<file path="src/rtl/keyframe_vector_interpolator_defines.svh">
// Assertion macros shared by the keyframe vector interpolator RTL.
// Depends on nothing; users must have clk and rst_n in scope.
`ifndef KEYFRAME_VECTOR_INTERPOLATOR_DEFINES_SVH
`define KEYFRAME_VECTOR_INTERPOLATOR_DEFINES_SVH

// Antecedent implies consequent in the same cycle.
`define KVI_ASSERT_IMP(lbl, ante, cons, msg) \
    lbl: assert property (@(posedge clk) disable iff (!rst_n) (ante) |-> (cons)) \
        else $error(msg);

// Antecedent implies consequent in the following cycle.
`define KVI_ASSERT_NXT(lbl, ante, cons, msg) \
    lbl: assert property (@(posedge clk) disable iff (!rst_n) (ante) |=> (cons)) \
        else $error(msg);

`endif

</file>
<file path="src/rtl/kvi_pkg.sv">
// Shared types and constants for the keyframe vector interpolator.
// Depends on nothing.
`timescale 1ns / 1ps
`default_nettype none

package kvi_pkg;

    localparam int DATA_W  = 32;
    localparam int INDEX_W = 6;
    localparam int COUNT_W = 7;

    localparam logic OP_LOAD  = 1'b0;
    localparam logic OP_QUERY = 1'b1;

    typedef struct packed {
        logic                     op;
        logic [INDEX_W-1:0]       key_index;
        logic [DATA_W-1:0]        key_time;
        logic signed [DATA_W-1:0] key_x;
        logic signed [DATA_W-1:0] key_y;
        logic signed [DATA_W-1:0] key_z;
        logic [DATA_W-1:0]        query_time;
    } in_word_t;

    typedef struct packed {
        logic signed [DATA_W-1:0] out_x;
        logic signed [DATA_W-1:0] out_y;
        logic signed [DATA_W-1:0] out_z;
    } out_word_t;

    typedef struct packed {
        logic [DATA_W-1:0]        key_time;
        logic signed [DATA_W-1:0] x;
        logic signed [DATA_W-1:0] y;
        logic signed [DATA_W-1:0] z;
    } key_t;

    typedef struct packed {
        logic load;
        logic shift;
    } cell_ctl_t;

endpackage

`default_nettype wire

</file>
<file path="src/rtl/kvi_lerp.sv">
// Shared multiplier that blends the three components one after another.
// Depends on kvi_pkg.
`timescale 1ns / 1ps
`default_nettype none

module kvi_lerp #(
    parameter int FRAC_BITS = 16
)
(
    input  wire logic                clk,
    input  wire logic                rst_n,
    input  wire logic                start,
    input  wire kvi_pkg::out_word_t  a,
    input  wire kvi_pkg::out_word_t  b,
    input  wire logic [FRAC_BITS:0]  frac,
    output logic                     done,
    output kvi_pkg::out_word_t       result
);

    localparam int DW = kvi_pkg::DATA_W;
    localparam int PW = DW + 1 + FRAC_BITS + 2;

    logic               busy_reg;
    logic               done_reg;
    logic [1:0]         step_reg;
    kvi_pkg::out_word_t a_reg;
    kvi_pkg::out_word_t b_reg;
    logic [FRAC_BITS:0] frac_reg;
    logic signed [PW-1:0] prod_reg;
    kvi_pkg::out_word_t res_reg;

    logic signed [DW-1:0] a_mul;
    logic signed [DW-1:0] b_mul;
    logic signed [DW-1:0] a_acc;
    logic signed [DW:0]   diff;
    logic signed [PW-1:0] prod_next;
    logic signed [PW-1:0] prod_shift;
    logic signed [DW-1:0] sum;

    always_comb
    begin
        case (step_reg)
            2'd0:
            begin
                a_mul = a_reg.out_x;
                b_mul = b_reg.out_x;
            end
            2'd1:
            begin
                a_mul = a_reg.out_y;
                b_mul = b_reg.out_y;
            end
            default:
            begin
                a_mul = a_reg.out_z;
                b_mul = b_reg.out_z;
            end
        endcase
        case (step_reg)
            2'd1:    a_acc = a_reg.out_x;
            2'd2:    a_acc = a_reg.out_y;
            default: a_acc = a_reg.out_z;
        endcase
    end

    assign diff       = (DW+1)'(b_mul) - (DW+1)'(a_mul);
    assign prod_next  = PW'(diff) * $signed(PW'({1'b0, frac_reg}));
    assign prod_shift = prod_reg >>> FRAC_BITS;
    assign sum        = a_acc + prod_shift[DW-1:0];

    always_ff @(posedge clk or negedge rst_n)
    begin
        if (!rst_n)
        begin
            busy_reg <= 1'b0;
            done_reg <= 1'b0;
            step_reg <= 2'd0;
        end
        else
        begin
            done_reg <= 1'b0;
            if (start)
            begin
                busy_reg <= 1'b1;
                step_reg <= 2'd0;
            end
            else if (busy_reg)
            begin
                step_reg <= step_reg + 2'd1;
                if (step_reg == 2'd3)
                begin
                    busy_reg <= 1'b0;
                    done_reg <= 1'b1;
                end
            end
        end
    end

    always_ff @(posedge clk)
    begin
        if (start)
        begin
            a_reg    <= a;
            b_reg    <= b;
            frac_reg <= frac;
        end
        else if (busy_reg)
        begin
            if (step_reg != 2'd3)
            begin
                prod_reg <= prod_next;
            end
            case (step_reg)
                2'd1:    res_reg.out_x <= sum;
                2'd2:    res_reg.out_y <= sum;
                2'd3:    res_reg.out_z <= sum;
                default: res_reg <= res_reg;
            endcase
        end
    end

    assign done   = done_reg;
    assign result = res_reg;

endmodule

`default_nettype wire

</file>
<file path="config.mk">
export PLATFORM = sky130hd
export DESIGN_NAME = kvi_lerp
export DESIGN_NICKNAME = d
export VERILOG_FILES = /design/src/rtl/keyframe_vector_interpolator_defines.svh /design/src/rtl/kvi_pkg.sv /design/src/rtl/kvi_lerp.sv
export SDC_FILE = /design/constraint.sdc
export NUM_CORES = 2
export LEC_CHECK = 0
export BUFFER_PORTS_ARGS = -buffer_cell sky130_fd_sc_hd__buf_2
export CELL_PAD_IN_SITES_DETAIL_PLACEMENT = 2
export CELL_PAD_IN_SITES_GLOBAL_PLACEMENT = 2
export CORE_MARGIN = 2
export CORE_UTILIZATION = 41
export DETAILED_ROUTE_END_ITERATION = 10
export PLACE_DENSITY = 0.9
export SETUP_SLACK_MARGIN = 0.02
export SLEW_MARGIN = 5
export SYNTH_ARGS = -nofsm -noshare
export SYNTH_HDL_FRONTEND = slang
export SYNTH_SLANG_ARGS = --single-unit
</file>
<file path="constraint.sdc">
create_clock -name clk -period 12.5 [get_ports clk]
set_clock_uncertainty 0.05 [all_clocks]
set_input_delay 2.5 -clock clk [delete_from_list [all_inputs] [get_ports clk]]
set_output_delay 2.5 -clock clk [all_outputs]
set_load 0.005 [all_outputs]
</file>
Yosys cells after proc, flatten, opt, wreduce, memory -nomap -nowiden
Index checks and enable logic that the tools add are counted.
- flip-flop bits (word level): 357
- input bits: 212
- output and inout bits: 97
- word-level logic and storage cells: 40
- add/subtract/negate cells: 3
- multipliers: 1
- equality and inequality tests: 4
- muxes and demuxes: 11
- bitwise gates (word level): 1
- reduce and logical (&&, ||, !) cells: 6
- operators with widths (kind ; number):
    case mux 32 bit (2 select lines) ; 3
    multiplier 33 x 18 -> 48 bit ; 1
    subtractor 32 x 32 -> 33 bit ; 1
    adder 32 bit ; 1
    AND reduction 3 bit ; 4
    2-to-1 mux 1 bit ; 6
    equality test 2 bit, second input constant ; 2
    2-to-1 mux 2 bit ; 2
    adder 2 x 1 -> 2 bit, second input constant ; 1
    equality test 2 x 1 -> 1 bit, second input constant ; 1
    zero test 2 bit ; 1
    != test 2 bit, second input constant ; 1
    nonzero test 2 bit ; 1
    NOT 1 bit ; 1

Longest topological paths before layout
- depth after elaboration: 4
- depth in mapped cells: 43

Least setup slack after synthesis
OpenSTA, ideal clock, no wires.
- path type: register -> register
- from: register step_reg[1]
- to: register prod_reg[47] (data pin)
- library setup time: 0.268 ns
- arrival: 9.223 ns
- data required time: 12.182 ns
- path slack: 2.959 ns
- stages on the path, launching flop included: 41
- clock period less this slack: 9.541 ns
- path through: dfrtp_1 inv_1 ha_1 clkbuf_1 clkbuf_1 clkbuf_1 a22oi_1 nand2_1 ha_1 inv_1 fa_1 a211oi_1 o211ai_1 nand4_1 a211oi_1 o21a_1 nor2_1 o21bai_1 [... 5 more ...] inv_1 fa_1 fa_1 inv_1 fa_1 fa_1 inv_1 fa_1 inv_1 ha_1 a211oi_1 nand2_1 a31oi_1 a31oi_2 a21oi_2 a211oi_2 a311oi_1 xnor3_1
- word-level cells in the longest chain between the ends: 4
- elaborated cells between the ends (all ways): 6
- classes of those cells: 1 x add/sub; 1 x mul; 1 x eq/ne; 2 x mux; 1 x reduce/logical
- ends and longest elaborated chain (what ; line ; source):
    from (decl) ; kvi_lerp.sv:25 ; logic [1:0] step_reg;
    from (signal assigned) ; kvi_lerp.sv:89 ; step_reg <= step_reg + 2'd1;
    equality test 2 x 1 -> 1 bit or zero test 2 bit (tied branches) ; kvi_lerp.sv:42 ; case (step_reg)
    case mux 32 bit (2 select lines) ; kvi_lerp.sv:42 ;
    subtractor 32 x 32 -> 33 bit * ; kvi_lerp.sv:66 ; assign diff = (DW+1)'(b_mul) - (DW+1)'(a_mul);
    multiplier 33 x 18 -> 48 bit * ; kvi_lerp.sv:67 ; assign prod_next = PW'(diff) * $signed(PW'({1'b0, frac_reg}));
    net prod_next[47] ; kvi_lerp.sv:36 ; logic signed [PW-1:0] prod_next;
    to (signal assigned) ; kvi_lerp.sv:111 ; prod_reg <= prod_next;
    to (decl) ; kvi_lerp.sv:29 ; logic signed [PW-1:0] prod_reg;
Mark *: on every way through the listed nets, which the timed path passes. The rest lies on a longest branch.
A chain may end at the register's enable or synchronous reset.

Worst setup path after layout
Ends and elaborated chain as after synthesis.

==> flow_metrics.py <==
metrics = {
    "status": {
        "outcome": "complete, but fails checks",
        "violations": "max-capacitance violations, max-slew violations, negative setup slack",
    },
    "worst_setup_path": {
        "timing.rr.end": "prod_reg[47]$_DFFE_PP_",
        "path_delay_family": "adder cells",
        "crit_path_frequent_cell": "fa_1",
        "slowest_stage": "fa_1",
        "arrival_ns": 14.08,
        "cp-end-kind": "flop",
        "critPathLaunchType": "flop",
        "cp.required_ns": 12.80,
        "crit_buf_inv": 6,
        "critical_path_class": "reg2reg",
        "crit_fanout": 29,
        "cpPeakStageDelay_ns": 0.78,
        "reg2reg_from": "step_reg[1]$_DFFE_PN0P_",
        "r2r_slack_ns": -1.28,
        "reg2reg_depth": 35,
    },
    "synth": {
        "synthArstFlopShare_pct": 1.17,
        "syn_area_um2": 34100,
        "synth.ff_latch_count": 341,
        "yosysMostFrequentCell": "inv_1",
        "syn_nets": 4150,
        "netlist.area_leader.share_pct": 30.3,
        "avgSynthCellArea_um2": 10.5,
        "synth_cell_types": 76,
        "synth-main-ff-cell": "edfxtp_1",
        "synth_edf_count": 337,
        "postSynthCellCount": 3245,
        "yosysSeqAreaShare_pct": 30.0,
        "synth_top_area_cell": "fa_1",
        "yosysWarningCount": 0,
        "synthTopCellsByCount": "inv_1, fa_1, nand2_1, edfxtp_1, and2_1",
        "synth_area_leaders": "fa_1, edfxtp_1, inv_1, ha_1, and2_1",
    },
    "sta": {
        "setup_viol": 17,
        "fin_ws_ns": -1.28,
        "fin_crit_ns": 13.78,
        "max_freq_mhz": 72.6,
        "hold_ws_ns": 0.648,
        "worstMarginPinSlew_ns": 1.88,
        "fin_tns_setup_ns": -9.87,
        "min_period_over_period_pct": 110,
        "drv_slew": 5,
        "finalHoldViolCount": 0,
        "slew_headroom_pct": -26.0,
    },
    "clock_tree": {
        "cts_buffers": 39,
        "clk_path_buf_depth": 3,
        "clkTransAtPathRegs_ns": 0.09,
        "root_buffer": "clkbuf_16",
        "cts_tree": "done",
        "cts_max_level": 2,
        "clock-sinks": 341,
        "worstSkewPairLatency_ns": 0.67,
    },
    "routing": {
        "dr.first_iter.drc_count": 6160,
        "routed_wl_um": 217000,
        "ant_nets": 0,
        "drc_errors": 0,
        "routedWlPerCell_um": 47.0,
        "via_count": 33300,
        "firstDrtPassIters": 6,
        "viasPerCell": 7.21,
    },
    "die": {
        "die_area_um2": 85400,
        "die_w_um": 292,
        "fp.coreArea_um2": 82200,
        "initial_core_util_pct": 41.4,
        "num_rows": 105,
        "ios": 309,
        "die_h_um": 292,
    },
    "cells_and_area": {
        "areaGrowthSynthToFinish_pct": 12.4,
        "drive_gt1_share_pct": 13.8,
        "fillers": 8329,
        "final_core_util_pct": 46.6,
        "num-nets-final": 4403,
    },
    "global_route": {
        "grt_pass1_wl_um": 268000,
        "grt_overflow": 0,
        "track_usage_pct": 43.9,
        "grt_max_degree": 80,
        "antenna_found_initial": 33,
        "first_global_vias": 33900,
    },
    "worst_hold_path": {
        "min_to": "busy_reg$_DFF_PN0_",
        "hold_start": "busy_reg$_DFF_PN0_",
        "min_path_type": "reg2reg",
        "min_delay_path_depth": 1,
    },
    "placed_design": {
        "dp_hpwl_um": 122000,
        "place_congestion": 0.868,
        "io_buffer_count": 308,
        "pre_cts_ws_ns": 0.731,
    },
    "run": {
        "cap_violations": 1,
    },
}
[cell families after synthesis]
kind of cell / count (synthesis) / share of synthesized area (%)
mux: 1 / 0.0294
xor+xnor: 99 / 2.61
buf+inv: 797 / 8.87
simple gates: 848 / 12.3
compound gates: 466 / 9.42
fa+ha+maj: 693 / 36.8
flops: 341 / 30.0
[placed cells by master, fill, tap and decap left out, types with 24 or more instances in the layout]
cell         n
buf_2      307
a22oi_1     64
xnor2_1     66
and2_1     269
a21o_1      38
fa_1       516
buf_4       57
a31oi_1     24
ha_1       175
nand2_1    388
edfxtp_1   337
nor2_1      83
inv_1      641
xor2_1      25
a21oi_1    132
o21ai_0     35
clkbuf_16   39
a22o_1      32
[cell type report]
class / count / area (µm²) / area share (%)
clock buffer: 47 / 1030 / 2.68
tap: 1070 / 1340 / 3.49
antenna: 19 / 47.5 / 0.124
timing repair buffer: 367 / 2010 / 5.25
inverter: 642 / 2410 / 6.29
clock inverter: 25 / 322 / 0.839
sequential: 341 / 10200 / 26.7
multi-input combinational: 2107 / 20900 / 54.7
[worst register-to-register path: cells and delay by family (launching register included)]
family / cells / cell delay, ns
DFF: 1 / 0.51
and+or+nand+nor: 5 / 1.32
xor gates and xnor gates: 1 / 0.56
buffers and inverters: 6 / 0.85
adders and majority gates: 10 / 5.44
AOI/OAI and AO/OA: 13 / 4.76
[what timing repair did]
| item | 4_1_cts | 5_1_grt |
|---|---|---|
| endpoints found under the setup margin | 0 | 4 |
| hold buffers | 0 | 0 |
| buffers inserted | 0 | 1 |
| gates resized for setup | 0 | 3 |
[worst max-delay path by stage]
stage / slack (ns) / cells past startpoint / startpoint / endpoint
finish: -1.28 / 35 / step_reg[1]$_DFFE_PN0P_ / prod_reg[47]$_DFFE_PP_
global route: -0.95 / 35 / step_reg[0]$_DFFE_PN0P_ / prod_reg[47]$_DFFE_PP_
CTS: 0.22 / 36 / step_reg[1]$_DFFE_PN0P_ / prod_reg[47]$_DFFE_PP_
detailed placement: 0.73 / 34 / step_reg[1]$_DFFE_PN0P_ / prod_reg[47]$_DFFE_PP_
global placement: 2.07 / 37 / step_reg[1]$_DFFE_PN0P_ / prod_reg[47]$_DFFE_PP_
floorplan: 2.96 / 40 / step_reg[1]$_DFFE_PN0P_ / prod_reg[47]$_DFFE_PP_
[layer usage]
| layer | part of all wire (%) | GRT usage [%] |
|---|---|---|
| met2 | 42 | 70.4 |
| met4 | 12 | 28.7 |
| met5 | 0.070 | 0 |
| met1 | 30 | 50.9 |
| met3 | 16 | 13.9 |
[through the flow]
stage,std cells,cell area [µm²]
after floorplan,3245,34100
after global placement,4526,36900
after detailed placement,4526,36900
after CTS,4598,38200
after global routing,4605,38300
final,4618,38300
Power is left out: the tool's default activity adds up to more than one toggle a clock period on the data nets, which glitch-free logic cannot reach.
