`src/rtl/keyframe_vector_interpolator_defines.svh`:
```
// Assertion macros shared by the keyframe vector interpolator RTL.
// Depends on nothing; users must have clk and rst_n in scope.
`ifndef KEYFRAME_VECTOR_INTERPOLATOR_DEFINES_SVH
`define KEYFRAME_VECTOR_INTERPOLATOR_DEFINES_SVH

// Antecedent implies consequent in the same cycle.
`define KVI_ASSERT_IMP(lbl, ante, cons, msg) \
    lbl: assert property (@(posedge clk) disable iff (!rst_n) (ante) |-> (cons)) \
        else $error(msg);

// Antecedent implies consequent in the following cycle.
`define KVI_ASSERT_NXT(lbl, ante, cons, msg) \
    lbl: assert property (@(posedge clk) disable iff (!rst_n) (ante) |=> (cons)) \
        else $error(msg);

`endif

```
`src/rtl/kvi_pkg.sv`:
```
// Shared types and constants for the keyframe vector interpolator.
// Depends on nothing.
`timescale 1ns / 1ps
`default_nettype none

package kvi_pkg;

    localparam int DATA_W  = 32;
    localparam int INDEX_W = 6;
    localparam int COUNT_W = 7;

    localparam logic OP_LOAD  = 1'b0;
    localparam logic OP_QUERY = 1'b1;

    typedef struct packed {
        logic                     op;
        logic [INDEX_W-1:0]       key_index;
        logic [DATA_W-1:0]        key_time;
        logic signed [DATA_W-1:0] key_x;
        logic signed [DATA_W-1:0] key_y;
        logic signed [DATA_W-1:0] key_z;
        logic [DATA_W-1:0]        query_time;
    } in_word_t;

    typedef struct packed {
        logic signed [DATA_W-1:0] out_x;
        logic signed [DATA_W-1:0] out_y;
        logic signed [DATA_W-1:0] out_z;
    } out_word_t;

    typedef struct packed {
        logic [DATA_W-1:0]        key_time;
        logic signed [DATA_W-1:0] x;
        logic signed [DATA_W-1:0] y;
        logic signed [DATA_W-1:0] z;
    } key_t;

    typedef struct packed {
        logic load;
        logic shift;
    } cell_ctl_t;

endpackage

`default_nettype wire

```
`src/rtl/kvi_div.sv`:
```
// Restoring divider forming the unsigned segment fraction one bit per cycle.
// Depends on kvi_pkg; expects the numerator not to exceed the denominator.
`timescale 1ns / 1ps
`default_nettype none

module kvi_div #(
    parameter int FRAC_BITS = 16
)
(
    input  wire logic                        clk,
    input  wire logic                        rst_n,
    input  wire logic                        start,
    input  wire logic [kvi_pkg::DATA_W-1:0]  num,
    input  wire logic [kvi_pkg::DATA_W-1:0]  den,
    output logic                             done,
    output logic [FRAC_BITS:0]               quo
);

    localparam int QW = FRAC_BITS + 1;
    localparam int CW = $clog2(FRAC_BITS + 1);
    localparam int DW = kvi_pkg::DATA_W;

    logic          busy_reg;
    logic          done_reg;
    logic [CW-1:0] cnt_reg;
    logic [DW-1:0] rem_reg;
    logic [DW-1:0] den_reg;
    logic [QW-1:0] quo_reg;

    logic          first_ge;
    logic [DW:0]   rem_shift;
    logic          step_ge;

    assign first_ge  = (num >= den);
    assign rem_shift = {rem_reg, 1'b0};
    assign step_ge   = (rem_shift >= {1'b0, den_reg});

    always_ff @(posedge clk or negedge rst_n)
    begin
        if (!rst_n)
        begin
            busy_reg <= 1'b0;
            done_reg <= 1'b0;
            cnt_reg  <= '0;
        end
        else
        begin
            done_reg <= 1'b0;
            if (start)
            begin
                busy_reg <= 1'b1;
                cnt_reg  <= CW'(FRAC_BITS);
            end
            else if (busy_reg)
            begin
                cnt_reg <= cnt_reg - CW'(1);
                if (cnt_reg == CW'(1))
                begin
                    busy_reg <= 1'b0;
                    done_reg <= 1'b1;
                end
            end
        end
    end

    always_ff @(posedge clk)
    begin
        if (start)
        begin
            den_reg <= den;
            rem_reg <= first_ge ? (num - den) : num;
            quo_reg <= QW'(first_ge);
        end
        else if (busy_reg)
        begin
            rem_reg <= step_ge ? DW'(rem_shift - {1'b0, den_reg}) : rem_shift[DW-1:0];
            quo_reg <= {quo_reg[QW-2:0], step_ge};
        end
    end

    assign done = done_reg;
    assign quo  = quo_reg;

endmodule

`default_nettype wire

```
`config.mk`:
```
export PLATFORM = sky130hd
export DESIGN_NAME = kvi_div
export DESIGN_NICKNAME = d
export VERILOG_FILES = /design/src/rtl/keyframe_vector_interpolator_defines.svh /design/src/rtl/kvi_pkg.sv /design/src/rtl/kvi_div.sv
export SDC_FILE = /design/constraint.sdc
export NUM_CORES = 1
export LEC_CHECK = 0
export ABC_AREA = 1
export BUFFER_PORTS_ARGS = -buffer_cell sky130_fd_sc_hd__buf_2
export CORE_MARGIN = 4
export CORE_UTILIZATION = 39
export CTS_BUF_LIST = sky130_fd_sc_hd__clkbuf_8
export CTS_CLUSTER_SIZE = 8
export DETAILED_ROUTE_END_ITERATION = 10
export RECOVER_POWER = 100
export SLEW_MARGIN = 20
export SYNTH_ARGS = -nofsm -noshare
export SYNTH_HDL_FRONTEND = slang
export SYNTH_SLANG_ARGS = --single-unit
```
`constraint.sdc`:
```
create_clock -name clk -period 2.8 [get_ports clk]
set_clock_uncertainty 0.1 [all_clocks]
set_input_delay 0.56 -clock clk [delete_from_list [all_inputs] [get_ports clk]]
set_output_delay 0.56 -clock clk [all_outputs]
set_load 0.01 [all_outputs]
```
-- Yosys cells after proc, flatten, opt, wreduce, memory -nomap -nowiden
Index checks and enable logic that the tools add are counted.
- add/subtract/negate cells: 3
- magnitude comparators: 2
- eq/ne operators: 1
- mux-type cells: 14
- reduce and logical (&&, ||, !) cells: 1
- operator list (operator ; count):
    32-bit two-way mux ; 4
    32-bit subtractor ; 2
    33-bit by 32-bit greater-or-equal comparator with 1-bit output ; 1
    32-bit greater-or-equal comparator ; 1
    5-bit two-way mux ; 2
    1-bit two-way mux ; 8
    5-bit by 1-bit == test with 1-bit output (second input constant) ; 1
    5-bit by 1-bit subtractor with 5-bit output (second input constant) ; 1
    2-bit nonzero test ; 1
- register bits after elaboration: 88
- output and inout bits: 18
- logic and storage cells: 28

-- Longest topological paths before layout
Gate-level depths: netlist of the first run.
- depth in word-level cells: 4
- gate-level depth with buffers: 16

-- Worst setup path before layout of the first run
No wires, ideal clock.
- path type: input to register
- start: input start
- end: register quo_reg[0], in the netlist quo[0] (enable)
- setup time: 0.410 ns
- arrival time: 2.197 ns
- data required time: 2.290 ns
- setup slack: 0.093 ns
- stages: 4
- buffers on the path: 2
- cell sequence: clkbuf_1 > nor2_1 > clkinv_1 > clkbuf_1
- longest elaborated chain between the ends: 1
- RTL lines (element ; RTL line ; RTL):
    from (decl) ; kvi_div.sv:12 ; input wire logic start,
    2-bit nonzero test (no source line) ; - ;
    to (signal assigned) ; kvi_div.sv:72 ; quo_reg <= QW'(first_ge);
    to (signal assigned) ; kvi_div.sv:77 ; quo_reg <= {quo_reg[QW-2:0], step_ge};
    to (decl) ; kvi_div.sv:28 ; logic [QW-1:0] quo_reg;
Every way passes these cells.
A chain may end at the register's enable or synchronous reset.

-- Final worst setup path of the first run
- start: register rem_reg[6]
- end: register rem_reg[1] (data pin)
- longest elaborated chain between the ends: 4
- RTL lines (element ; RTL line ; RTL):
    from (decl) ; kvi_div.sv:26 ; logic [DW-1:0] rem_reg;
    from (signal assigned) ; kvi_div.sv:71 ; rem_reg <= first_ge ? (num - den) : num;
    from (signal assigned) ; kvi_div.sv:76 ; rem_reg <= step_ge ? DW'(rem_shift - {1'b0, den_reg}) : rem_shift[DW-1:0];
    33-bit by 32-bit greater-or-equal comparator with 1-bit output ; kvi_div.sv:36 ; assign step_ge = (rem_shift >= {1'b0, den_reg});
    32-bit two-way mux ; kvi_div.sv:76 ;
    32-bit two-way mux ; kvi_div.sv:74 ; else if (busy_reg)
    32-bit two-way mux ; kvi_div.sv:68 ; if (start)
Every way passes these cells. The select of a mux whose other input is x is not followed.

==> metrics.md, run 1 <==
| Metric | Value |
|---|---|
| Fillers | `2603` |
| DIE WIDTH | `162.0 um` |
| Initial antenna violation count | `1` |
| I/O pin cnt | `85` |
| Worst-Skew Late Latency | `360 ps` |
| Reg-to-reg critical path endpoint | `rem_reg[1]` |
| RePlAce Congestion | `0.9232` |
| WP data arrival | `2590 ps` |
| Overall Global Routing Usage | `0.2157` |
| Setup WS post-layout | `approximately 220 ps` |
| Largest net degree at the start of global routing | `56` |
| Drt drc | `0` |
| Logic pwr share | `0.628` |
| Peak supply drop | `309.9 uV` |
| Reg clk slew, reported paths | `100 ps` |
| Rel. slew slack | `0.4439` |
| Post-synth ARST share | `0.07955` |
| DRT iter0 DRCs | `between 600 and 700` |
| Placement Cell Area | `10200 sq um` |
| Share of cells above drive strength 1 | `0.07187` |
| Net Sw Frac | `0.4905` |
| Worst path max stage delay | `460 ps` |
| Final worst path period need | `roughly 2600 ps` |
| Routed wl met2 | `~13000 um` |
| Design Area, Final | `10340 sq um` |
| GRT overflow | `0` |
| Worst hold margin | `~310 ps` |
| Final setup vio count | `0` |
| Cells after Synth | `1504` |
| Core area | `23400 sq um` |
| Cell breakdown of the critical path | `ha_1 -> nand2_1 -> nor2_1 -> nand3_1 -> nand3_2 -> nand2_1 -> nand2_2 -> nand2_4 -> nand2_4 -> buf_12 -> nand2_1 -> nand3_1 -> o21ai_0` |
| Distinct cells, synth | `37` |
| CTS tree | `done` |
| Final antenna-violating net count | `0` |
| Syn_area_per_cell | `~6.2 sq um` |
| Hold_sp | `den[23]` |
| Nets | `1744` |
| Sequential share of power | `0.255` |
| Hold Path Class | `input port to flip-flop` |
| Slew Limit Fails | `0` |
| Wl on met1 | `14380 um` |
| DP HPWL | `between 20000 and 25000 um` |
| Worst-Margin Slew | `about 830 ps` |
| Reg2reg start | `rem_reg[6]` |
| Outcome | `finished clean` |
| Worst Setup EP | `rem_reg[1]` |
| Top Layer Used | `met4` |
| CTS sink count | `between 80 and 90` |
| CTS Buffer Depth | `2` |
| Final wirelength | `28580 um` |
| Vias in the first global route | `8648` |
| Worst setup path start | `rem_reg[6]` |
| Crit path top cell by count | `nand2_1` |
| Critical Path RT | `about 2800 ps` |
| EDFF count, synth | `65` |
| # rows | `56` |
| PwrDens | `759.5 nW/um^2` |
| WL per Instance | `14.78 um` |
| CTS Buf Count | `9` |
| WL met3 | `804 um` |
| Critical Path Source Type | `flip-flop` |
| Placed instance count | `1916` |
| Critical path class | `flip-flop to flip-flop` |
| Max-Cap Viols | `0` |
| Fraction of the yosys area taken by sequential cells | `0.2645` |
| Root Driver | `clkbuf_8` |
| Flops & latches, synth | `88` |
| Die area | `26250 sq um` |
| Routed vias/inst | `4.708` |
| Multi-input logic area | `5472 sq um` |
| Pint | `0.004001 W` |
| Buffers on Ports | `84` |
| Slowest-stage cell, CP | `edfxtp_1` |
| R2r setup slk | `~220 ps` |
| # H-tree levels | `3` |
| Final hold violations | `0` |
| DRT Pass-1 Iters | `7` |
| WP depth | `13` |
| Vias | `9106` |
| Die height | `about 160 um` |
| CP max FO | `20` |
| CP top delay family | `simple AND/OR/NAND/NOR gates` |
| Crit end category | `flip-flop` |
| Synth warn | `0` |
| First-pass GRT wire length | `approximately 45000 um` |
| Non-filler cells, final | `1934` |
| Synthesized Nets | `1639` |
| Initial Util | `0.3954` |
| Leak | `5.689 nW` |
| NetSw | `0.003853 W` |
| Main synth FF type | `edfxtp_1` |
| Tcrit/Tclk final | `0.9197` |
| Worst path bufs/invs | `1` |
| Synth Cell Area | `slightly above 9000 sq um` |
| Synth-to-Final Area Change | `11.75%` |
| Register area | `2447 sq um` |
| Post-CTS Setup Bufs | `0` |
| R2R depth | `13` |
| RSZ-0062 raised after global routing | `no` |
| Max Fclk | `388.3 MHz` |
| Worst slack, placed | `-90.85 ps` |
| Clk pwr share | `0.117` |
## metal layers
metal / track usage / vias to the layer above
met4: 0.04998 / 0
li1: - / 4871
met1: 0.3143 / 4041
met2: 0.3531 / 169
met5: 0 / -
met3: 0.01294 / 25
## worst reg2reg max path, delay by kind of cell, from the launching register on
family	cells	cell delay [ps]
buffers and inverters	1	190
adders and majority gates	1	380
AOI/OAI and AO/OA	1	100
DFF	1	460
and+or+nand+nor	10	1130
## area by class of cell
class	count	share of cell area
Tap cell	319	0.03860
Timing Repair Buffer	117	0.06147
Multi-Input combinational cell	1078	0.5292
Clock buffer	9	0.01198
Sequential cell	88	0.2367
Clock inverter	7	0.007502
Inverter	315	0.1144
Antenna cell	1	0.0002420
## how the worst min path moves through the flow
stage               cells past startpoint           to  slack (ps)
floorplan                               0     busy_reg         160
global placement                        1   cnt_reg[0]         300
detailed placement                      1   cnt_reg[0]         300
CTS                                     1  den_reg[23]         280
global route                            1  den_reg[23]         280
finish                                  1  den_reg[23]         310
## cells by family after synthesis
kind of cell / Yosys count / synth area share
AOI/OAI and AO/OA: 84 / 0.05166
xor gates and xnor gates: 28 / 0.02650
adders and majority gates: 68 / 0.09358
buffers and inverters: 338 / 0.1429
DFF: 88 / 0.2645
and+or+nand+nor: 898 / 0.4208
## power groups by stage
stage	registers [W]	clock network, W	logic [W]
global route	0.00203	0.000982	0.00564
CTS	0.00199	0.000934	0.00493
detailed placement	0.00202	0	0.00491
global placement	0.00202	0	0.00491
floorplan	0.00194	0	0.00366
finish	0.00200	0.000915	0.00493
## timing repair
item	in CTS	in global routing
gates resized for setup	0	4
endpoints found under the setup margin	0	3
endpoints found under the hold margin	7	0
hold buffers	1	0
## metrics by stage
step | utilization | power, W | setup TNS, ps
2_1_floorplan | - | 0.005596 | 0
3_3_place_gp | 0.4357 | 0.006936 | -508.7
3_5_place_dp | 0.4357 | 0.006928 | -1430
4_1_cts | 0.4448 | 0.007863 | 0
5_1_grt | 0.4418 | 0.008656 | 0
6_report | 0.4418 | 0.007854 | 0
## cells in the mapped netlist, types with 2 or more instances
cell type | n | area [sq um]
o21ai_1 | 2 | 10.01
and2_1 | 4 | 25.02
nand2_1 | 574 | 2155
edfxtp_1 | 65 | 1952
nand2_2 | 8 | 50.05
nor2_1 | 95 | 356.6
o21bai_1 | 6 | 45.04
nand3_1 | 125 | 625.6
buf_1 | 2 | 7.510
nor2_4 | 2 | 22.52
fa_1 | 2 | 40.04
a21oi_2 | 3 | 26.28
o22ai_1 | 15 | 93.84
clkbuf_1 | 5 | 18.77
nand3_2 | 3 | 30.03
xnor2_1 | 27 | 236.5
buf_6 | 5 | 56.30
inv_1 | 308 | 1156
nand4_1 | 19 | 118.9
nor4_1 | 3 | 18.77
ha_1 | 66 | 825.8
o21a_1 | 4 | 30.03
nor3_1 | 4 | 20.02
nand3b_1 | 49 | 367.9
nand2_4 | 3 | 33.78
nor2_2 | 8 | 50.05
buf_2 | 10 | 50.05
inv_2 | 5 | 18.77
a21oi_1 | 38 | 190.2
o21ai_0 | 15 | 75.07
dfrtp_1 | 7 | 175.2
dfxtp_1 | 16 | 320.3
clkinv_1 | 2 | 7.510
## cell usage in the layout (no fill, tap or decap), types with 4 or more instances in the layout
master and instances:
clkbuf_8 9, inv_2 5, nor2_1 94, o21a_1 4, nor2_2 10, nand4_1 19, dfrtp_1 7, nand3_1 125
inv_1 308, dfxtp_1 16, ha_1 65, o22ai_1 15, a21oi_1 38, and2_1 4, clkbuf_1 50, nand3b_1 49
o21bai_1 6, nand2_2 7, buf_4 26, buf_2 35, edfxtp_1 65, o21ai_0 15, xnor2_1 27, nand2_1 575
nor3_1 4
Note: power is estimated with default switching activity, not from simulation.
==> run 2: changes to the inputs <==
--- a/config.mk
+++ b/config.mk
@@ -5,13 +5,14 @@
 export SDC_FILE = /design/constraint.sdc
 export NUM_CORES = 1
 export LEC_CHECK = 0
-export ABC_AREA = 1
+export ABC_AREA = 0
 export BUFFER_PORTS_ARGS = -buffer_cell sky130_fd_sc_hd__buf_2
 export CORE_MARGIN = 4
 export CORE_UTILIZATION = 39
 export CTS_BUF_LIST = sky130_fd_sc_hd__clkbuf_8
 export CTS_CLUSTER_SIZE = 8
 export DETAILED_ROUTE_END_ITERATION = 10
+export HOLD_SLACK_MARGIN = 0.06
 export RECOVER_POWER = 100
 export SLEW_MARGIN = 20
 export SYNTH_ARGS = -nofsm -noshare
==> metrics.md, run 2 <==
| Metric | Value |
|---|---|
| Synth-to-Final Area Change | `51.95%` |
| Worst hold margin | `283.0 ps (-23.03 ps)` |
| Yosys top cell area share | `0.2654 (+0.03249)` |
| Worst hold path depth | `1 (unchanged)` |
| DP HPWL | `17540 um (-29%)` |
| DIE WIDTH | `145.3 um (-10%)` |
| Rel. slew slack | `0.3509 (-0.09292)` |
| I/O pin cnt | `85 (unchanged)` |
| Synthesized Nets | `995 (-39%)` |
| Largest net degree at the start of global routing | `56 (unchanged)` |
| CTS sink count | `88 (unchanged)` |
| RSZ-0062 raised after global routing | `yes` |
| CP max FO | `7 (-65%)` |
| Post-synth ARST share | `0.07955 (unchanged)` |
| DRT iter0 DRCs | `567 (-14%)` |
| Main synth FF type | `edfxtp_1` |
| Worst path max stage delay | `530 ps (+70 ps)` |
| CTS Buf Count | `9 (unchanged)` |
| Die area | `21120 sq um (-20%)` |
| GRT overflow | `0 (unchanged)` |
| Most area-hungry cell type in the Yosys netlist | `edfxtp_1` |
| CTS tree | `done` |
| Worst slack, placed | `-762.9 ps (-672.0 ps)` |
| WP depth | `13 (unchanged)` |
| R2R depth | `13 (unchanged)` |
| Ant diodes | `0 (-1)` |
| Design Area, Final | `11180 sq um (+8.1%)` |
| Area contributors post-synth | `edfxtp_1 27%, ha_1 11%, a21oi_1 4.9%` |
| Tcrit/Tclk final | `1.181 (+0.2617)` |
| Slowest-stage cell, CP | `or4_1` |
| # rows | `49 (-13%)` |
| Buffers on Ports | `84 (unchanged)` |
| Synth Cell Area | `7356 sq um (-21%)` |
| Reg clk slew, reported paths | `90 ps (about the same)` |
| Die height | `145.3 um (-10%)` |
| Outcome | `finished with violations` |
| Fillers | `1569 (-40%)` |
| Failing checks | `negative setup slack` |
| Syn_area_per_cell | `8.553 sq um (+39%)` |
| Setup WS post-layout | `-508.0 ps (-732.8 ps)` |
| Fraction of the yosys area taken by sequential cells | `0.3327 (+0.06821)` |
| Routed vias/inst | `5.346 (+14%)` |
| Worst path bufs/invs | `4 (+3)` |
| Slew Limit Fails | `0 (unchanged)` |
| Critical Path RT | `2820 ps (about the same)` |
| Synth warn | `0 (unchanged)` |
| Commonest cells in the synthesized netlist | `85 x inv_1, 76 x nand2_1, 72 x a21oi_1` |
| Total Power | `0.01074 W (+37%)` |
| Initial Util | `0.4026 (+0.007246)` |
| Share of cells above drive strength 1 | `0.3759 (+0.3041)` |
| Worst-Skew Late Latency | `380 ps (+20 ps)` |
| Hold Path Class | `input port to flip-flop` |
| Final worst path period need | `3308 ps (+732.8 ps)` |
| EDFF count, synth | `65 (unchanged)` |
| Nets | `1327 (-24%)` |
| Most common cell in the netlist | `inv_1` |
| WL per Instance | `16.79 um (+14%)` |
| Commonest cells after routing, fill and taps aside | `238 x buf_4, 79 x inv_1, 73 x nand2_1, 66 x nor2_1, 65 x edfxtp_1` |
| Worst-Margin Slew | `973.6 ps (+139.4 ps)` |
| Placement Cell Area | `9985 sq um (-2.1%)` |
| WP data arrival | `3330 ps (+740 ps)` |
| Final hold violations | `0 (unchanged)` |
| CTS Buffer Depth | `2 (unchanged)` |
| Peak supply drop | `417.9 uV (+35%)` |
| Core area | `18270 sq um (-22%)` |
| Crit path top cell by count | `buf_6` |
| Critical Path Source Type | `flip-flop` |
| Crit end category | `flip-flop` |
| Root Driver | `clkbuf_8` |
| Final setup vio count | `33 (+33)` |
| DRT Pass-1 Iters | `5 (-2)` |
| Vias in the first global route | `7269 (-16%)` |
| Distinct cells, synth | `69 (+86%)` |
| PwrDens | `960.8 nW/um^2 (+26%)` |
| CP top delay family | `simple AND/OR/NAND/NOR gates` |
| Cell breakdown of the critical path | `ha_4 -> and4_4 -> nand4_1 -> or4_1 -> a21o_1 -> a21oi_4 -> a41oi_4 -> buf_12 -> buf_6 -> buf_6 -> buf_6 -> a211oi_4 -> a31oi_1` |
| First-pass GRT wire length | `37290 um (-17%)` |
| Cells after Synth | `860 (-43%)` |
| Vias | `7624 (-16%)` |
| Flops & latches, synth | `88 (unchanged)` |
| Commonest non-fill, non-tap cell in the layout | `buf_4` |
| Final wirelength | `23950 um (-16%)` |
| Initial antenna violation count | `0 (-1)` |
| Max Fclk | `302.3 MHz (-22%)` |
| Max-Cap Viols | `0 (unchanged)` |
| Overall Global Routing Usage | `0.2143 (-0.001360)` |
| Critical path class | `flip-flop to flip-flop` |
| Final antenna-violating net count | `0 (unchanged)` |
| Leak | `5.143 nW (-9.6%)` |
| # H-tree levels | `3 (unchanged)` |
| RePlAce Congestion | `0.9164 (-0.74%)` |
| Drt drc | `0 (unchanged)` |
run 2: cell types whose count changed after synthesis, sizes merged, moves of 22 or more:
cell,change
inv,-228
mux2i,+25
a21oi,+32
nand3b,-45
nand2,-509
o21ai,+38
a21o,+26
nand3,-117
a31oi,+22
nor2,-36
a211oi,+25
run 2: worst register-to-register path, delay by kind of cell (launching register included):
kind / cells / cell delay, ps
and+or+nand+nor: 3 / 860
AOI/OAI and AO/OA: 5 / 760
buffers and inverters: 4 / 560
DFF: 1 / 480
adders and majority gates: 1 / 310
run 2: power breakdown:
part	switching (W)	internal, W
Combinational	0.00370	0.00391
Sequential	0.000300	0.00184
Clock	0.000481	0.000505
run 2: logic make-up after synthesis:
| family | share of synthesized area |
|---|---|
| AO/OA/AOI/OAI | 0.2366 |
| flip-flops | 0.3327 |
| multiplexers | 0.03708 |
| adder cells (fa/ha/maj) | 0.1177 |
| XOR/XNOR | 0.06072 |
| AND/OR/NAND/NOR | 0.1531 |
| buffers and inverters | 0.06209 |
run 2: cell type report:
class	instances	area (sq um)	share of cell area
Clock inverter	7	93.84	0.008396
Sequential cell	88	2447	0.2190
Inverter	85	334.1	0.02989
Tap cell	229	286.5	0.02564
Timing Repair Buffer	355	2625	0.2349
Multi-Input combinational cell	653	5266	0.4712
Clock buffer	9	123.9	0.01108
run 2: routing by layer:
layer,share of wire,routed length [um],vias up,track usage
li1,-,-,3808,-
met1,0.49,11770,3587,0.3203
met2,0.45,10750,206,0.3279
met3,0.044,1065,23,0.02523
met4,0.015,358,0,0.05840
met5,0,0,-,0
run 2: worst paths after layout:
path | slack, ps | to | startpoint
setup / recovery | -510 | rem_reg[23] | rem_reg[4]
hold / removal | 280 | den_reg[3] | den[3]
setup reg to reg | -510 | rem_reg[23] | rem_reg[4]
hold reg to reg | 410 | quo[16] | quo[16]
max in group asynchronous | 1840 | cnt_reg[0] | rst_n
min in group asynchronous | 500 | cnt_reg[4] | rst_n
run 2: per-stage QoR:
step / utilization / TNS, ps / cells
4_1_cts: 0.5948 / -10810 / 1415
3_3_place_gp: 0.5465 / -17850 / 1372
5_1_grt: 0.6118 / -14910 / 1426
3_5_place_dp: 0.5465 / -20630 / 1372
6_report: 0.6118 / -12930 / 1426
2_1_floorplan: - / -4150 / 860
run 2: what timing repair did:
action,CTS,global route
hold endpoints to repair,7,0
endpoints found under the setup margin,33,33
resized for setup,78,61
pin swaps,46,22
hold buffers,1,0
buffers inserted,22,12
gates cloned,5,1
==> run 3: changes to the inputs <==
--- a/config.mk
+++ b/config.mk
@@ -7,6 +7,7 @@
 export LEC_CHECK = 0
 export ABC_AREA = 0
 export BUFFER_PORTS_ARGS = -buffer_cell sky130_fd_sc_hd__buf_2
+export CORE_ASPECT_RATIO = 0.9
 export CORE_MARGIN = 4
 export CORE_UTILIZATION = 39
 export CTS_BUF_LIST = sky130_fd_sc_hd__clkbuf_8
@@ -18,3 +19,4 @@
 export SYNTH_ARGS = -nofsm -noshare
 export SYNTH_HDL_FRONTEND = slang
 export SYNTH_SLANG_ARGS = --single-unit
+export TNS_END_PERCENT = 100
==> metrics.md, run 3 (synthesis results as in run 2) <==
| Metric | Value |
|---|---|
| Largest net degree at the start of global routing | `45 (-20%)` |
| Cell breakdown of the critical path | `ha_4 -> and3_4 -> nand4_1 -> or4_4 -> a21o_1 -> a21oi_2 -> a41oi_4 -> buf_6 -> or4b_1 -> and3_1` |
| Core area | `18470 sq um (+1.1%)` |
| RSZ-0062 raised after global routing | `yes` |
| Commonest non-fill, non-tap cell in the layout | `buf_4` |
| Crit end category | `flip-flop` |
| Reg clk slew, reported paths | `90 ps (about the same)` |
| Critical path class | `flip-flop to flip-flop` |
| Ant diodes | `0 (unchanged)` |
| Worst-Skew Late Latency | `390 ps (about the same)` |
| Critical Path RT | `2850 ps (+30 ps)` |
| First-pass GRT wire length | `37070 um (-0.59%)` |
| Initial antenna violation count | `0 (unchanged)` |
| WP depth | `10 (-3)` |
| Die area | `21130 sq um (about the same)` |
| Final setup vio count | `33 (unchanged)` |
| Outcome | `finished with violations` |
| Share of cells above drive strength 1 | `0.3590 (-0.01699)` |
| Register area | `2447 sq um (unchanged)` |
| CP max FO | `4 (-3)` |
| Critical Path Source Type | `flip-flop` |
| Slowest-stage cell, CP | `or4_4` |
| Tcrit/Tclk final | `1.160 (-0.02092)` |
| Rel. slew slack | `0.2120 (-0.1390)` |
| CTS sink count | `88 (unchanged)` |
| # H-tree levels | `3 (unchanged)` |
| DIE WIDTH | `152.8 um (+5.1%)` |
| Vias | `7558 (-0.87%)` |
| Slew Limit Fails | `0 (unchanged)` |
| Hold Path Class | `input port to flip-flop` |
| CTS tree | `done` |
| Max Fclk | `307.8 MHz (+1.8%)` |
| R2R depth | `10 (-3)` |
| Commonest cells after routing, fill and taps aside | `227 x buf_4, 81 x inv_1, 74 x nand2_1, 65 x a21oi_1, 65 x edfxtp_1` |
| Nets | `1315 (-0.90%)` |
| WL per Instance | `16.99 um (+1.1%)` |
| Overall Global Routing Usage | `0.2136 (-0.0007335)` |
| Final wirelength | `24270 um (+1.4%)` |
| RePlAce Congestion | `0.9049 (-1.3%)` |
| Worst hold path depth | `1 (unchanged)` |
| Setup TNS | `-11840 ps (+1090 ps)` |
| Final hold violations | `0 (unchanged)` |
| DRT iter0 DRCs | `545 (-3.9%)` |
| Fillers | `1622 (+3.4%)` |
| # rows | `47 (-4.1%)` |
| Total Power | `0.01032 W (-3.9%)` |
| DRT Pass-1 Iters | `5 (unchanged)` |
| Final antenna-violating net count | `0 (unchanged)` |
| Setup WS post-layout | `-449.4 ps (+58.58 ps)` |
| CP top delay family | `simple AND/OR/NAND/NOR gates` |
| Final worst path period need | `3249 ps (-58.58 ps)` |
| Multi-input logic area | `5274 sq um (+0.14%)` |
| Max-Cap Viols | `0 (unchanged)` |
| CTS Buffer Depth | `2 (unchanged)` |
| Root Driver | `clkbuf_8` |
| Drt drc | `0 (unchanged)` |
| Routed vias/inst | `5.289 (-1.1%)` |
| DP HPWL | `18410 um (+4.9%)` |
| CTS Buf Count | `9 (unchanged)` |
| Buffers on Ports | `84 (unchanged)` |
| WP data arrival | `3300 ps (-30 ps)` |
| Initial Util | `0.3984 (-0.004256)` |
| Worst-Margin Slew | `1182 ps (+208.5 ps)` |
| GRT overflow | `0 (unchanged)` |
| I/O pin cnt | `85 (unchanged)` |
| Synth-to-Final Area Change | `50.35%` |
| Die height | `138.3 um (-4.8%)` |
| PwrDens | `932.7 nW/um^2 (-2.9%)` |
| Peak supply drop | `390.0 uV (-6.7%)` |
| Failing checks | `negative setup slack` |
| Worst path max stage delay | `570 ps (+40 ps)` |
| Leak | `5.031 nW (-2.2%)` |
| Worst path bufs/invs | `1 (-3)` |
| Vias in the first global route | `7095 (-2.4%)` |
==> run 3: changes by cell type in the layout (fill, tap and decap cells not counted), sizes merged <==
| cell | before | now |
|---|---|---|
| inv | 89 | 87 |
| bufinv | 2 | 1 |
| clkbuf | 61 | 66 |
| buf | 302 | 285 |
| clkinvlp | 0 | 2 |
==> run 3: path summary, 6_finish.rpt <==
path	start	end	slack [ps]
worst max-delay path	rem_reg[23]	rem_reg[20]	-450
worst min-delay path	den[30]	den_reg[30]	270
worst max register to register	rem_reg[23]	rem_reg[20]	-450
worst min register to register	quo[16]	quo[16]	410
max in group asynchronous	rst_n	busy_reg	1850
min in group asynchronous	rst_n	cnt_reg[2]	490
==> run 3: stage by stage <==
stage	area [sq um]	hold WS, ps	setup WS [ps]	instances	util
final	11060	270.0	-449.4	1429	0.5989
after global routing	11060	284.9	-537.0	1429	0.5989
after CTS	10600	239.3	-415.2	1415	0.5739
after detailed placement	9967	300.5	-660.1	1383	0.5398
after global placement	9967	298.4	-612.8	1383	0.5398
after floorplan	7699	164.4	-207.9	860	-
==> run 3: layout make-up <==
cell class	count	share of cell area
Timing Repair Buffer	343	0.2272
Inverter	85	0.03021
Clock inverter	6	0.005544
Tap cell	245	0.02772
Clock buffer	9	0.01120
Multi-Input combinational cell	653	0.4769
Sequential cell	88	0.2213
==> run 3: metal layers <==
metal  vias up  wire length [um]  track usage  part of all wire
met2       212             10240       0.3003              0.42
met1      3563             12400       0.3424              0.51
li1       3763                 -            -                 -
met5         -                 0            0                 0
met3        20              1294      0.03219             0.053
met4         0               337      0.04594             0.014
==> run 3: what timing repair did <==
action	in CTS	in global routing
pin swaps	19	29
hold buffers	1	0
gates resized for setup	52	69
hold endpoints to repair	7	0
setup endpoints to repair	33	33
gates cloned	3	4
buffers inserted	13	10
==> run 3: power breakdown <==
group | total (W) | internal, W | switching (W)
sequential | 0.00213 | 0.00184 | 0.000290
combinational | 0.00730 | 0.00365 | 0.00365
clock | 0.000882 | 0.000405 | 0.000477
